==> src/design/bpfa_pkg.sv <==
`default_nettype none

package bpfa_pkg;

	// operation codes
	typedef enum logic [1:0] {
		OP_ALLOC          = 2'd0,
		OP_FREE_PAGE      = 2'd1,
		OP_FREE_REGION    = 2'd2,
		OP_RESERVE_REGION = 2'd3
	} op_t;

	// controller states
	typedef enum logic [2:0] {
		ST_CLEAR,
		ST_IDLE,
		ST_CALC,
		ST_BOUND,
		ST_SCAN,
		ST_POST
	} state_t;

	localparam int WORD_BITS = 32;
	localparam int BIT_IDX_W = 5;
	localparam logic [BIT_IDX_W-1:0] BIT_IDX_MAX = 5'd31;
	localparam int ADDR_W    = 24;
	localparam int BASE_W    = 32;
	localparam int END_W     = 34;
	localparam int CFG_W     = 10;
	localparam logic [CFG_W-1:0] CFG_RESET = 10'd512;
	// eight pages per bitmap byte
	localparam int BYTE_SHIFT = 3;

	typedef struct packed {
		op_t                op;
		logic [BASE_W-1:0]  region_base;
		logic [BASE_W-1:0]  region_length;
	} in_item_t;

	typedef struct packed {
		logic [ADDR_W-1:0]  page_address;
		logic               status;
	} out_item_t;

	// controller to datapath
	typedef struct packed {
		logic accept;
		logic calc;
		logic bound;
		logic scan;
		logic post;
		logic clear;
	} cmd_t;

	// datapath to controller
	typedef struct packed {
		logic clear_last;
		logic empty;
		logic scan_done;
		logic out_free;
	} sts_t;

endpackage

`default_nettype wire

==> src/design/bpfa_ctrl.sv <==
`default_nettype none

module bpfa_ctrl
	import bpfa_pkg::*;
(
	input  wire logic clk,
	input  wire logic arst_n,
	input  wire logic in_valid,
	output logic      in_stall,
	input  wire sts_t sts,
	output cmd_t      cmd
);

	state_t state_q;
	state_t state_d;

	// state register
	always_ff @(posedge clk or negedge arst_n) begin
		if (!arst_n) begin
			state_q <= ST_CLEAR;
		end else begin
			state_q <= state_d;
		end
	end

	// next state
	always_comb begin
		state_d = state_q;
		unique case (state_q)
			ST_CLEAR: begin
				if (sts.clear_last) state_d = ST_IDLE;
			end
			ST_IDLE: begin
				if (in_valid) state_d = ST_CALC;
			end
			ST_CALC: begin
				state_d = ST_BOUND;
			end
			ST_BOUND: begin
				state_d = sts.empty ? ST_POST : ST_SCAN;
			end
			ST_SCAN: begin
				if (sts.scan_done) state_d = ST_POST;
			end
			ST_POST: begin
				if (sts.out_free) state_d = ST_IDLE;
			end
			default: begin
				state_d = ST_CLEAR;
			end
		endcase
	end

	// command outputs
	always_comb begin
		cmd      = '0;
		in_stall = 1'b1;
		unique case (state_q)
			ST_CLEAR: cmd.clear = 1'b1;
			ST_IDLE: begin
				in_stall   = 1'b0;
				cmd.accept = in_valid;
			end
			ST_CALC:  cmd.calc = 1'b1;
			ST_BOUND: cmd.bound = 1'b1;
			ST_SCAN:  cmd.scan = 1'b1;
			ST_POST:  cmd.post = sts.out_free;
			default: begin
				cmd = '0;
			end
		endcase
	end

endmodule

`default_nettype wire

==> src/design/bpfa_datapath.sv <==
`default_nettype none

module bpfa_datapath
	import bpfa_pkg::*;
#(
	parameter int PAGE_BYTES = 4096,
	parameter int NUM_PAGES  = 4096
) (
	input  wire logic             clk,
	input  wire logic             arst_n,
	input  wire logic             cfg_wr_en,
	input  wire logic [CFG_W-1:0] cfg_wr_data,
	input  wire in_item_t         in_data,
	input  wire cmd_t             cmd,
	output sts_t                  sts,
	input  wire logic             out_stall,
	output logic                  out_valid,
	output out_item_t             out_data
);

	localparam int PAGE_SHIFT = $clog2(PAGE_BYTES);
	localparam int MAP_WORDS  = (NUM_PAGES + WORD_BITS - 1) / WORD_BITS;
	localparam int WI_W       = (MAP_WORDS > 1) ? $clog2(MAP_WORDS) : 1;
	localparam int PW         = WI_W + BIT_IDX_W;
	localparam int FA_W       = PW + PAGE_SHIFT + ADDR_W;
	localparam logic [END_W-1:0] NUM_PAGES_E = END_W'(NUM_PAGES);
	localparam logic [WI_W-1:0]  LAST_WORD   = WI_W'(MAP_WORDS - 1);

	// configuration
	logic [CFG_W-1:0] bitmap_bytes_q;

	// captured transaction
	op_t               op_q;
	logic [BASE_W-1:0] base_q;
	logic [BASE_W-1:0] len_q;

	// page bounds
	logic [BASE_W-1:0]    first_q;
	logic [END_W-1:0]     stop_raw_q;
	logic [WI_W-1:0]      first_word_q;
	logic [WI_W-1:0]      last_word_q;
	logic [BIT_IDX_W-1:0] lo_bit_q;
	logic [BIT_IDX_W-1:0] hi_bit_q;

	// scan and memory
	logic [WORD_BITS-1:0] mem [MAP_WORDS];
	logic [WI_W:0]        cnt_q;
	logic [WI_W-1:0]      clr_cnt_q;
	logic [WORD_BITS-1:0] rd_data_s1;
	logic [WI_W-1:0]      addr_s1;
	logic                 vld_s1;

	// result
	logic [ADDR_W-1:0] res_addr_q;
	logic              res_status_q;
	out_item_t         out_data_q;
	logic              out_valid_q;

	// configuration register
	always_ff @(posedge clk or negedge arst_n) begin
		if (!arst_n) begin
			bitmap_bytes_q <= CFG_RESET;
		end else if (cfg_wr_en) begin
			bitmap_bytes_q <= cfg_wr_data;
		end
	end

	// transaction capture
	always_ff @(posedge clk) begin
		if (cmd.accept) begin
			op_q   <= in_data.op;
			base_q <= in_data.region_base;
			len_q  <= in_data.region_length;
		end
	end

	// first page and raw stop page
	logic [END_W-1:0]  end_w;
	logic [END_W-1:0]  end_up;
	logic [BASE_W-1:0] base_page;
	logic [BASE_W-1:0] first_calc;
	logic [END_W-1:0]  stop_calc;

	always_comb begin
		end_w     = END_W'(base_q) + END_W'(len_q);
		end_up    = END_W'(base_q) + END_W'(len_q) + END_W'(PAGE_BYTES - 1);
		base_page = base_q >> PAGE_SHIFT;
		first_calc = base_page;
		stop_calc  = '0;
		unique case (op_q)
			OP_ALLOC: begin
				first_calc = '0;
				stop_calc  = END_W'({bitmap_bytes_q, {BYTE_SHIFT{1'b0}}});
			end
			OP_FREE_PAGE:      stop_calc = END_W'(base_page) + END_W'(1);
			OP_FREE_REGION:    stop_calc = end_w >> PAGE_SHIFT;
			OP_RESERVE_REGION: stop_calc = end_up >> PAGE_SHIFT;
			default:           stop_calc = '0;
		endcase
	end

	always_ff @(posedge clk) begin
		if (cmd.calc) begin
			first_q    <= first_calc;
			stop_raw_q <= stop_calc;
		end
	end

	// clamp to the store and split into word and bit bounds
	logic [END_W-1:0] stop_cl;
	logic [END_W-1:0] last_page;
	logic             empty_b;

	always_comb begin
		stop_cl   = (stop_raw_q > NUM_PAGES_E) ? NUM_PAGES_E : stop_raw_q;
		empty_b   = END_W'(first_q) >= stop_cl;
		last_page = stop_cl - END_W'(1);
	end

	always_ff @(posedge clk) begin
		if (cmd.bound) begin
			first_word_q <= first_q[PW-1:BIT_IDX_W];
			lo_bit_q     <= first_q[BIT_IDX_W-1:0];
			last_word_q  <= last_page[PW-1:BIT_IDX_W];
			hi_bit_q     <= last_page[BIT_IDX_W-1:0];
		end
	end

	// word read counter
	logic            rd_en;
	logic [WI_W-1:0] rd_addr;

	assign rd_addr = cnt_q[WI_W-1:0];
	assign rd_en   = cmd.scan && (cnt_q <= {1'b0, last_word_q});

	always_ff @(posedge clk or negedge arst_n) begin
		if (!arst_n) begin
			cnt_q <= '0;
		end else if (cmd.bound) begin
			cnt_q <= {1'b0, first_q[PW-1:BIT_IDX_W]};
		end else if (rd_en) begin
			cnt_q <= cnt_q + (WI_W + 1)'(1);
		end
	end

	// clearing pass counter
	always_ff @(posedge clk or negedge arst_n) begin
		if (!arst_n) begin
			clr_cnt_q <= '0;
		end else if (cmd.clear) begin
			clr_cnt_q <= clr_cnt_q + WI_W'(1);
		end
	end

	// per word evaluation
	logic [BIT_IDX_W-1:0] lo;
	logic [BIT_IDX_W-1:0] hi;
	logic [WORD_BITS-1:0] mask;
	logic [WORD_BITS-1:0] cand;
	logic [WORD_BITS-1:0] low1;
	logic [BIT_IDX_W-1:0] idx;
	logic                 found;
	logic [WORD_BITS-1:0] new_word;
	logic                 hit;
	logic                 is_alloc;
	logic [PW-1:0]        page;
	logic [FA_W-1:0]      full_addr;

	always_comb begin
		lo   = (addr_s1 == first_word_q) ? lo_bit_q : '0;
		hi   = (addr_s1 == last_word_q) ? hi_bit_q : BIT_IDX_MAX;
		mask = ({WORD_BITS{1'b1}} << lo) & ({WORD_BITS{1'b1}} >> (BIT_IDX_MAX - hi));
		cand  = mask & ~rd_data_s1;
		low1  = cand & (~cand + WORD_BITS'(1));
		found = |cand;
		idx   = '0;
		for (int i = 0; i < WORD_BITS; i++) begin
			if (low1[i]) idx = idx | BIT_IDX_W'(i);
		end
		page      = {addr_s1, idx};
		full_addr = FA_W'(page) << PAGE_SHIFT;
		is_alloc  = (op_q == OP_ALLOC);
		hit       = cmd.scan && vld_s1;
		unique case (op_q)
			OP_ALLOC:          new_word = rd_data_s1 | low1;
			OP_FREE_PAGE:      new_word = rd_data_s1 & ~mask;
			OP_FREE_REGION:    new_word = rd_data_s1 & ~mask;
			OP_RESERVE_REGION: new_word = rd_data_s1 | mask;
			default:           new_word = rd_data_s1;
		endcase
	end

	// memory write port: clearing pass or modified word
	logic                 wr_en;
	logic [WI_W-1:0]      wr_addr;
	logic [WORD_BITS-1:0] wr_word;

	always_comb begin
		wr_en   = cmd.clear || (hit && (!is_alloc || found));
		wr_addr = cmd.clear ? clr_cnt_q : addr_s1;
		wr_word = cmd.clear ? {WORD_BITS{1'b1}} : new_word;
	end

	// bitmap memory
	always_ff @(posedge clk) begin
		if (wr_en) begin
			mem[wr_addr] <= wr_word;
		end
		if (rd_en) begin
			rd_data_s1 <= mem[rd_addr];
			addr_s1    <= rd_addr;
		end
	end

	always_ff @(posedge clk or negedge arst_n) begin
		if (!arst_n) begin
			vld_s1 <= 1'b0;
		end else begin
			vld_s1 <= rd_en;
		end
	end

	// result registers
	always_ff @(posedge clk) begin
		if (cmd.bound) begin
			res_addr_q   <= '0;
			res_status_q <= is_alloc;
		end else if (hit && is_alloc && found) begin
			res_addr_q   <= full_addr[ADDR_W-1:0];
			res_status_q <= 1'b0;
		end
	end

	// output register
	always_ff @(posedge clk or negedge arst_n) begin
		if (!arst_n) begin
			out_valid_q <= 1'b0;
		end else if (cmd.post) begin
			out_valid_q <= 1'b1;
		end else if (!out_stall) begin
			out_valid_q <= 1'b0;
		end
	end

	always_ff @(posedge clk) begin
		if (cmd.post) begin
			out_data_q.page_address <= res_addr_q;
			out_data_q.status       <= res_status_q;
		end
	end

	// status to controller
	always_comb begin
		sts.clear_last = (clr_cnt_q == LAST_WORD);
		sts.empty      = empty_b;
		sts.scan_done  = hit && ((is_alloc && found) || (addr_s1 == last_word_q));
		sts.out_free   = !out_valid_q || !out_stall;
	end

	assign out_valid = out_valid_q;
	assign out_data  = out_data_q;

endmodule

`default_nettype wire

==> src/design/bitmap_page_frame_allocator_unit.sv <==
// sequence: an accepted transaction passes the calc, bound, scan and post states, the scan
// walking the bitmap words one per cycle; an empty page range skips the scan, and any wait
// for the output register holds post; one transaction at a time, the next taken in idle
// once the result sits in the output register; alloc walks up to 128 words
// reset: async active low; a clearing pass with in_stall high sets every bitmap word, and
// bitmap_bytes comes up as 512
`default_nettype none

module bitmap_page_frame_allocator_unit
	import bpfa_pkg::*;
#(
	parameter int PAGE_BYTES = 4096,
	parameter int NUM_PAGES  = 4096
) (
	input  wire logic             clk,
	input  wire logic             arst_n,
	input  wire logic             cfg_wr_en,
	input  wire logic [CFG_W-1:0] cfg_wr_data,
	input  wire logic             in_valid,
	output logic                  in_stall,
	input  wire in_item_t         in_data,
	output logic                  out_valid,
	input  wire logic             out_stall,
	output out_item_t             out_data
);

	cmd_t cmd;
	sts_t sts;

	// sequencer
	bpfa_ctrl u_ctrl (
		.clk      (clk),
		.arst_n   (arst_n),
		.in_valid (in_valid),
		.in_stall (in_stall),
		.sts      (sts),
		.cmd      (cmd)
	);

	// bitmap store and word walk
	bpfa_datapath #(
		.PAGE_BYTES (PAGE_BYTES),
		.NUM_PAGES  (NUM_PAGES)
	) u_dp (
		.clk         (clk),
		.arst_n      (arst_n),
		.cfg_wr_en   (cfg_wr_en),
		.cfg_wr_data (cfg_wr_data),
		.in_data     (in_data),
		.cmd         (cmd),
		.sts         (sts),
		.out_stall   (out_stall),
		.out_valid   (out_valid),
		.out_data    (out_data)
	);

endmodule

`default_nettype wire

==> config.mk <==
export PLATFORM = sky130hd
export DESIGN_NAME = bitmap_page_frame_allocator_unit
export DESIGN_NICKNAME = d
export VERILOG_FILES = /design/src/design/bpfa_pkg.sv /design/src/design/bpfa_ctrl.sv /design/src/design/bpfa_datapath.sv /design/src/design/bitmap_page_frame_allocator_unit.sv
export SDC_FILE = /design/constraint.sdc
export NUM_CORES = 2
export LEC_CHECK = 0
export ABC_AREA = 0
export ABC_CLOCK_PERIOD_IN_PS = 18500
export BUFFER_PORTS_ARGS = -buffer_cell sky130_fd_sc_hd__buf_2
export CAP_MARGIN = 20
export CORE_UTILIZATION = 25
export DETAILED_ROUTE_END_ITERATION = 10
export GPL_TIMING_DRIVEN = 0
export MAX_ROUTING_LAYER = met4
export PLACE_DENSITY = 0.37
export SLEW_MARGIN = 10
export SYNTH_ARGS = -nofsm -noshare
export SYNTH_HDL_FRONTEND = slang
export SYNTH_SLANG_ARGS = --single-unit
==> constraint.sdc <==
create_clock -name clk -period 18.5 [get_ports clk]
set_clock_uncertainty 0.05 [all_clocks]
set_input_delay 0 -clock clk [delete_from_list [all_inputs] [get_ports clk]]
set_output_delay 0 -clock clk [all_outputs]
set_load 0.005 [all_outputs]
# ---- Word level (Yosys, flattened, before mapping)
# Memories as Yosys holds them, arrays and structs flattened. A register that Yosys moved wholly into a read port is not among the register bits.
# Index checks and enable logic that the tools add are counted.
dict set report word_totals {
  ff_bits 243
  ram_bits 4096
  input_bits 81
  output_inout_bits 27
  word_cells 149
  n_memories 1
}
# memory words width read_ports rd_ports_with_merged_regs write_ports line
set mem_list {}
lappend mem_list {u_dp.mem 128 32 1 1 1 bpfa_datapath.sv:46} ;# logic [WORD_BITS-1:0] mem [MAP_WORDS];
dict set report op_classes {
  addsub 8
  magnitude_cmp 3
  eq_ne 16
  shift 2
  mux 68
  n_bitwise 9
  n_reduce_logical 21
}
# cell n
set ops {}
lappend ops {{34-bit one-hot mux with 4 select lines} 1}
lappend ops {{32-bit bitwise AND} 4}
lappend ops {{32-bit NOT} 3}
lappend ops {{32-bit one-hot mux with 3 select lines} 1}
lappend ops {{5-bit two-way mux} 18}
lappend ops {{32-bit bitwise OR} 2}
lappend ops {{24-bit two-way mux} 2}
lappend ops {{3-bit two-way mux} 12}
lappend ops {{34-bit by 12-bit adder with 34-bit output (second input constant)} 1}
lappend ops {{32-bit by 34-bit >= comparator with 1-bit output} 1}
lappend ops {{34-bit by 13-bit > comparator with 1-bit output (second input constant)} 1}
lappend ops {{34-bit two-way mux} 1}
lappend ops {{32-bit by 32-bit adder with 33-bit output} 1}
lappend ops {{32-bit by 1-bit adder with 32-bit output (second input constant)} 1}
lappend ops {{32-bit two-way mux} 1}
lappend ops {{4-bit two-way mux} 8}
lappend ops {{32-bit OR reduction} 1}
lappend ops {{32-bit by 5-bit << shifter with 32-bit output (first input constant)} 1}
lappend ops {{32-bit by 5-bit right shift with 32-bit output (first input constant)} 1}
lappend ops {{8-bit two-way mux} 3}
lappend ops {{20-bit by 1-bit adder with 21-bit output (second input constant)} 1}
lappend ops {{3-bit one-hot mux with 6 select lines} 1}
lappend ops {{1-bit two-way mux} 17}
lappend ops {{7-bit == test} 2}
lappend ops {{other kinds (23)} 42}

# ---- Logic depth before layout (Yosys ltp)
dict set report depth {
  word_depth 42
  depth_mapped 18
  mapped_depth_nobuf 17
}

# ---- Modules after synthesis
# Synthesis repeated with hierarchy kept, for this count alone.
dict set report hier_totals {
  cells_unflattened 7388
  area_unflattened_um2 169799.1
}
# module n_inst cells_each area_each_um2 seq_area_each_um2
set by_module_without_submodules {}
lappend by_module_without_submodules {bpfa_datapath 1 7360 169563.9 129470.4}
lappend by_module_without_submodules {bpfa_ctrl 1 28 235.2 75.1}

# ---- Least setup slack after synthesis
# OpenSTA, ideal clock, no wires.
dict set report synth_path {
  path_type {reg-to-reg}
  from {register u_dp.addr_s1[3]}
  to {memory u_dp.mem[0][25] (data pin)}
  setup_time_ps 1197
  t_arrival_ps 7989
  required_ps 17253
  setup_slack_ps 9264
  stages_incl_launch_ff 14
  path_buffers 3
  synth_period_minus_slack_ps 9236
  cell_sequence {edfxtp_1 buf_2 xor2_1 nor4_4 nand3_1 buf_2 o211ai_2 o21ai_0 or4_1 or2_2 clkbuf_1 nor4_1 a21oi_1 o21ai_0}
}
dict set report synth_via {
  elab_chain_cells 12
  elab_cells_between_ends 18
  cone_classes {2 x add/sub; 2 x eq/ne; 2 x shift; 4 x mux; 8 x bitwise}
}
# element line
set synth_rtl {}
lappend synth_rtl {{from (decl)} bpfa_datapath.sv:50} ;# logic [WI_W-1:0] addr_s1;
lappend synth_rtl {{from (signal assigned)} bpfa_datapath.sv:211} ;# addr_s1 <= rd_addr;
lappend synth_rtl {{7-bit == test} bpfa_datapath.sv:171} ;# hi = (addr_s1 == last_word_q) ? hi_bit_q : BIT_IDX_MAX;
lappend synth_rtl {{5-bit two-way mux} bpfa_datapath.sv:171}
lappend synth_rtl {{5-bit subtractor} bpfa_datapath.sv:172} ;# mask = ({WORD_BITS{1'b1}} << lo) & ({WORD_BITS{1'b1}} >> (BIT_IDX_MAX - hi));
lappend synth_rtl {{32-bit by 5-bit right shift with 32-bit output} bpfa_datapath.sv:172}
lappend synth_rtl {{32-bit bitwise AND *} bpfa_datapath.sv:172}
lappend synth_rtl {{32-bit bitwise AND} bpfa_datapath.sv:173} ;# cand = mask & ~rd_data_s1;
lappend synth_rtl {{32-bit NOT} bpfa_datapath.sv:174} ;# low1 = cand & (~cand + WORD_BITS'(1));
lappend synth_rtl {{32-bit by 1-bit adder with 32-bit output} bpfa_datapath.sv:174}
lappend synth_rtl {{32-bit bitwise AND} bpfa_datapath.sv:174}
lappend synth_rtl {{32-bit bitwise OR} bpfa_datapath.sv:185} ;# OP_ALLOC: new_word = rd_data_s1 | low1;
lappend synth_rtl {{32-bit one-hot mux with 3 select lines *} bpfa_datapath.sv:184} ;# unique case (op_q)
lappend synth_rtl {{32-bit two-way mux *} bpfa_datapath.sv:201} ;# wr_word = cmd.clear ? {WORD_BITS{1'b1}} : new_word;
lappend synth_rtl {{net u_dp.wr_word[25]} bpfa_datapath.sv:196} ;# logic [WORD_BITS-1:0] wr_word;
lappend synth_rtl {{to (decl)} bpfa_datapath.sv:46}
# The timed path passes the listed nets; every way through them passes the cells marked *.

# ---- Worst setup path in the final report
dict set report layout_path {
  from {register u_dp.addr_s1[3]}
  to {memory u_dp.mem[34][26] (data pin)}
}
# The elaborated chain is that of the path after synthesis.

==> flow_metrics.tcl <==
set metrics [dict create \
    insertion_delay_ps 1060 \
    synth_mux_area_frac 0.1818 \
    fmax_mhz 142.1 \
    via_per_inst 4.598 \
    powerDensity_mw_per_mm2 95.65 \
    cts-root-buf "clkbuf_16" \
    die_w_um 825.9 \
    ys_seq_area_frac 0.7634 \
    io_buffers 95 \
    tightestPinTransition_ps 1279 \
    slowest_stage "o211ai_1" \
    swShare 0.1996 \
    htreeDepth 5 \
    vias 82480 \
    synth_ff_type "edfxtp_1" \
    synth_top_cell_by_area "edfxtp_1" \
    period_needed_ps 7039 \
    grt_pass1_vias 87240 \
    drt_first_iter_violations 7962 \
    synthCells 7378 \
    grt_overflow 0 \
    slew_viol_final 0 \
    critPathMaxFanout 16 \
    start_util 0.2509 \
    layout.nets 8657 \
    seq_power_share 0.536 \
    cp-start-kind "flip-flop" \
    outcome "finished clean" \
    post_cts_buffers 0 \
    fill_cells 65100 \
    fp.dieH_um 825.9 \
    syn_area_per_cell_um2 23.00 \
    synth-async-reset-ratio 0.006940 \
    comb_power_share 0.003 \
    drive_above_1_share 0.3156 \
    wl_um 558500 \
    grt_pass1_wl_um 754400 \
    die_area_mm2 0.6821 \
    yosysWarnings 0 \
    finalCritPeriodShare 0.3805 \
    synth-seq-cells 4323 \
    netlist.area_leader.share 0.7576 \
    syn_to_final_growth_pct 21.78 \
    setup_tns_ps 0 \
    slowest_delay_ps 600 \
    clock_path_buffers 4 \
    synthAdderAreaFrac 0.005058 \
    yosys-top-cells-count "edfxtp_1, mux4_2, clkbuf_1, nor2_1, nand2_1" \
    maxCapViolCount 0 \
    cts.sink_count 4323 \
    synth_top_family_by_area "multiplexers" \
    antenna_found_initial 96 \
    p_leak_nw 48.51 \
    drc 0 \
    slew_headroom 0.1473 \
    hold_class "primary input to flip-flop" \
    grt_use_total 0.1653 \
    p_clk_frac 0.461 \
    core_area_mm2 0.6764 \
    synth_xor_area_frac 0.004749 \
    final_antenna_net_count 0 \
    io_pins 108 \
    tritoncts "built" \
    seq_area_mm2 0.1295 \
    first_pass_iters 6 \
    worst-setup-path-type "flip-flop to flip-flop" \
    p_sw_w 0.003945 \
    critical_path_required_ps 19300 \
    clkSlewWorstSetupHoldPaths_ps 60 \
    vdd_drop_max_mv 0.07885 \
    finalSetupViolCount 0 \
    crit_top_cell "buf_4" \
    syn-cell-area_mm2 0.1697 \
    synth_simple_gate_area_frac 0.01976 \
    crit_chain "buf_2 -> xnor2_1 -> nand4_1 -> nor3_1 -> clkbuf_1 -> a221oi_1 -> nor3_1 -> nand4bb_1 -> or2_2 -> clkbuf_1 -> nor2_1 -> a21oi_1 -> o211ai_1 -> buf_4 -> buf_4 -> buf_4 -> buf_4 -> buf_4 -> buf_4 -> buf_4" \
    ys_top_cells_by_area "edfxtp_1, mux4_2, clkbuf_1, nor2_1, ha_1" \
    dp_hpwl_um 411700 \
    hold_viol_final 0 \
    gp_congestion 0.8333 \
    worstPathArrival_ps 7830 \
    synth_edf_count 4281 \
    wire_per_inst_um 31.13 \
    grt_setup_unrepaired "no" \
    yosys.cell_types.count 91 \
    grt_max_degree 77 \
    numCtsBuffers 468 \
    internal-power_w 0.01582 \
    rows 302 \
    cp-end-kind "flip-flop" \
    synth_compound_area_frac 0.01492 \
    post-synth-top-count-cell "edfxtp_1" \
    hold_ws_ps 147.9 \
    multi_input_area_mm2 0.03975 \
]
==> layout make-up <==
type                       instances  share of cell area
timing repair buffer             643             0.04564
antenna                           82           0.0009930
sequential                      4323              0.6269
clock inverter                   273             0.01155
clock buffer                     578             0.05929
inverter                          41           0.0007448
buffer                           392            0.008217
multi-input combinational       2639              0.1923
tap                             8968             0.05430
==> timing repair <==
action	4_1_cts	5_1_grt
resized for setup	0	0
hold endpoints to repair	189	13
hold buffers	175	1
==> logic make-up (layout without fill, tap and decap cells) <==
kind of cell	after synthesis	count (layout)
compound gates	371	371
xor+xnor	92	92
fa+ha+maj	68	68
buf+inv	433	1927
flops	4323	4323
mux	1397	1397
other cells	2	101
simple gates	692	692
==> layer usage <==
| metal | GRT usage | vias up | part of all wire |
|---|---|---|---|
| met5 | - | - | 0 |
| met4 | 0.04242 | 0 | 0.027 |
| met3 | 0.01803 | 622 | 0.040 |
| met2 | 0.2801 | 2135 | 0.50 |
| met1 | 0.2124 | 45650 | 0.43 |
| li1 | - | 34070 | - |
==> critical path, delay by kind of cell, from the launching register on <==
kind / cells / cell delay, ps
AOI/OAI and AO/OA: 3 / 950
xor gates and xnor gates: 1 / 260
buffers and inverters: 10 / 2540
DFF: 1 / 340
and+or+nand+nor: 6 / 2630
==> power by group through the flow <==
| stage | clock network, W | registers (W) | logic, W |
|---|---|---|---|
| after CTS | 0.00937 | 0.0106 | 0.0000508 |
| after detailed placement | 0 | 0.0108 | 0.0000193 |
| after global placement | 0 | 0.0108 | 0.0000191 |
| after floorplan | 0 | 0.0108 | 0.00000629 |
| after global routing | 0.00969 | 0.0106 | 0.0000557 |
| final | 0.00911 | 0.0106 | 0.0000511 |
==> cell usage in the layout (no fill, tap or decap), drive strengths merged, types with 29 or more instances in the layout <==
cell type	netlist	layout
clkinv	2	213
clkbuf	254	832
nand4	33	33
diode	0	82
bufinv	0	37
a21oi	77	77
nand3	41	41
inv	39	53
mux4	1344	1344
buf	138	606
edfxtp	4281	4281
xor2	39	39
ha	67	67
nand2	178	178
dlygate4sd3	0	175
nor3	30	30
dfrtp	29	29
nor2	242	242
o21ai	84	84
mux2	38	38
nor2b	38	38
xnor2	53	53
==> state kept, by name (all words and copies together), names as in the netlist <==
signal               cells
u_dp.mem              4096
u_dp.out_data           13
u_dp.cnt_q               8
u_dp.first_word_q        7
u_dp.last_word_q         7
u_dp.lo_bit_q            5
u_dp.len_q              32
u_dp.stop_raw_q         22
u_ctrl.state_q           3
u_dp.out_valid           1
u_dp.hi_bit_q            5
u_dp.first_q            20
u_dp.res_status_q        1
u_dp.vld_s1              1
u_dp.rd_data_s1         32
u_dp.base_q             32
u_dp.bitmap_bytes_q     10
u_dp.op_q                2
u_dp.clr_cnt_q           7
u_dp.res_addr_q         12
u_dp.addr_s1             7
==> stage by stage <==
| stage | total power, W | instances | utilization | setup slack (ps) | instance area, um^2 |
|---|---|---|---|---|---|
| finish | 0.01977 | 17940 | 0.3055 | 11460 | 206600 |
| global route | 0.02035 | 17910 | 0.3054 | 11140 | 206600 |
| CTS | 0.02002 | 17840 | 0.3048 | 11560 | 206200 |
| detailed placement | 0.01083 | 16810 | 0.2806 | 11620 | 189800 |
| global placement | 0.01083 | 16460 | 0.2683 | -1131 | 181400 |
| floorplan | 0.01081 | 7395 | - | 9264 | 169800 |
==> final timing paths <==
kind                                         from                     end  slack, ps  cells after the start
worst max-delay path              u_dp.addr_s1[3]        u_dp.mem[34][26]      11460                     20
worst min-delay path                  in_data[59]         u_dp.base_q[27]        150                      3
worst max register to register    u_dp.addr_s1[3]        u_dp.mem[34][26]      11460                     20
worst min register to register  u_dp.res_status_q        u_dp.out_data[0]        380                      0
max in group asynchronous                  arst_n  u_dp.bitmap_bytes_q[9]      17680                      5
min in group asynchronous                  arst_n  u_dp.bitmap_bytes_q[3]        470                      5
Note: power is estimated with default switching activity, not from simulation.
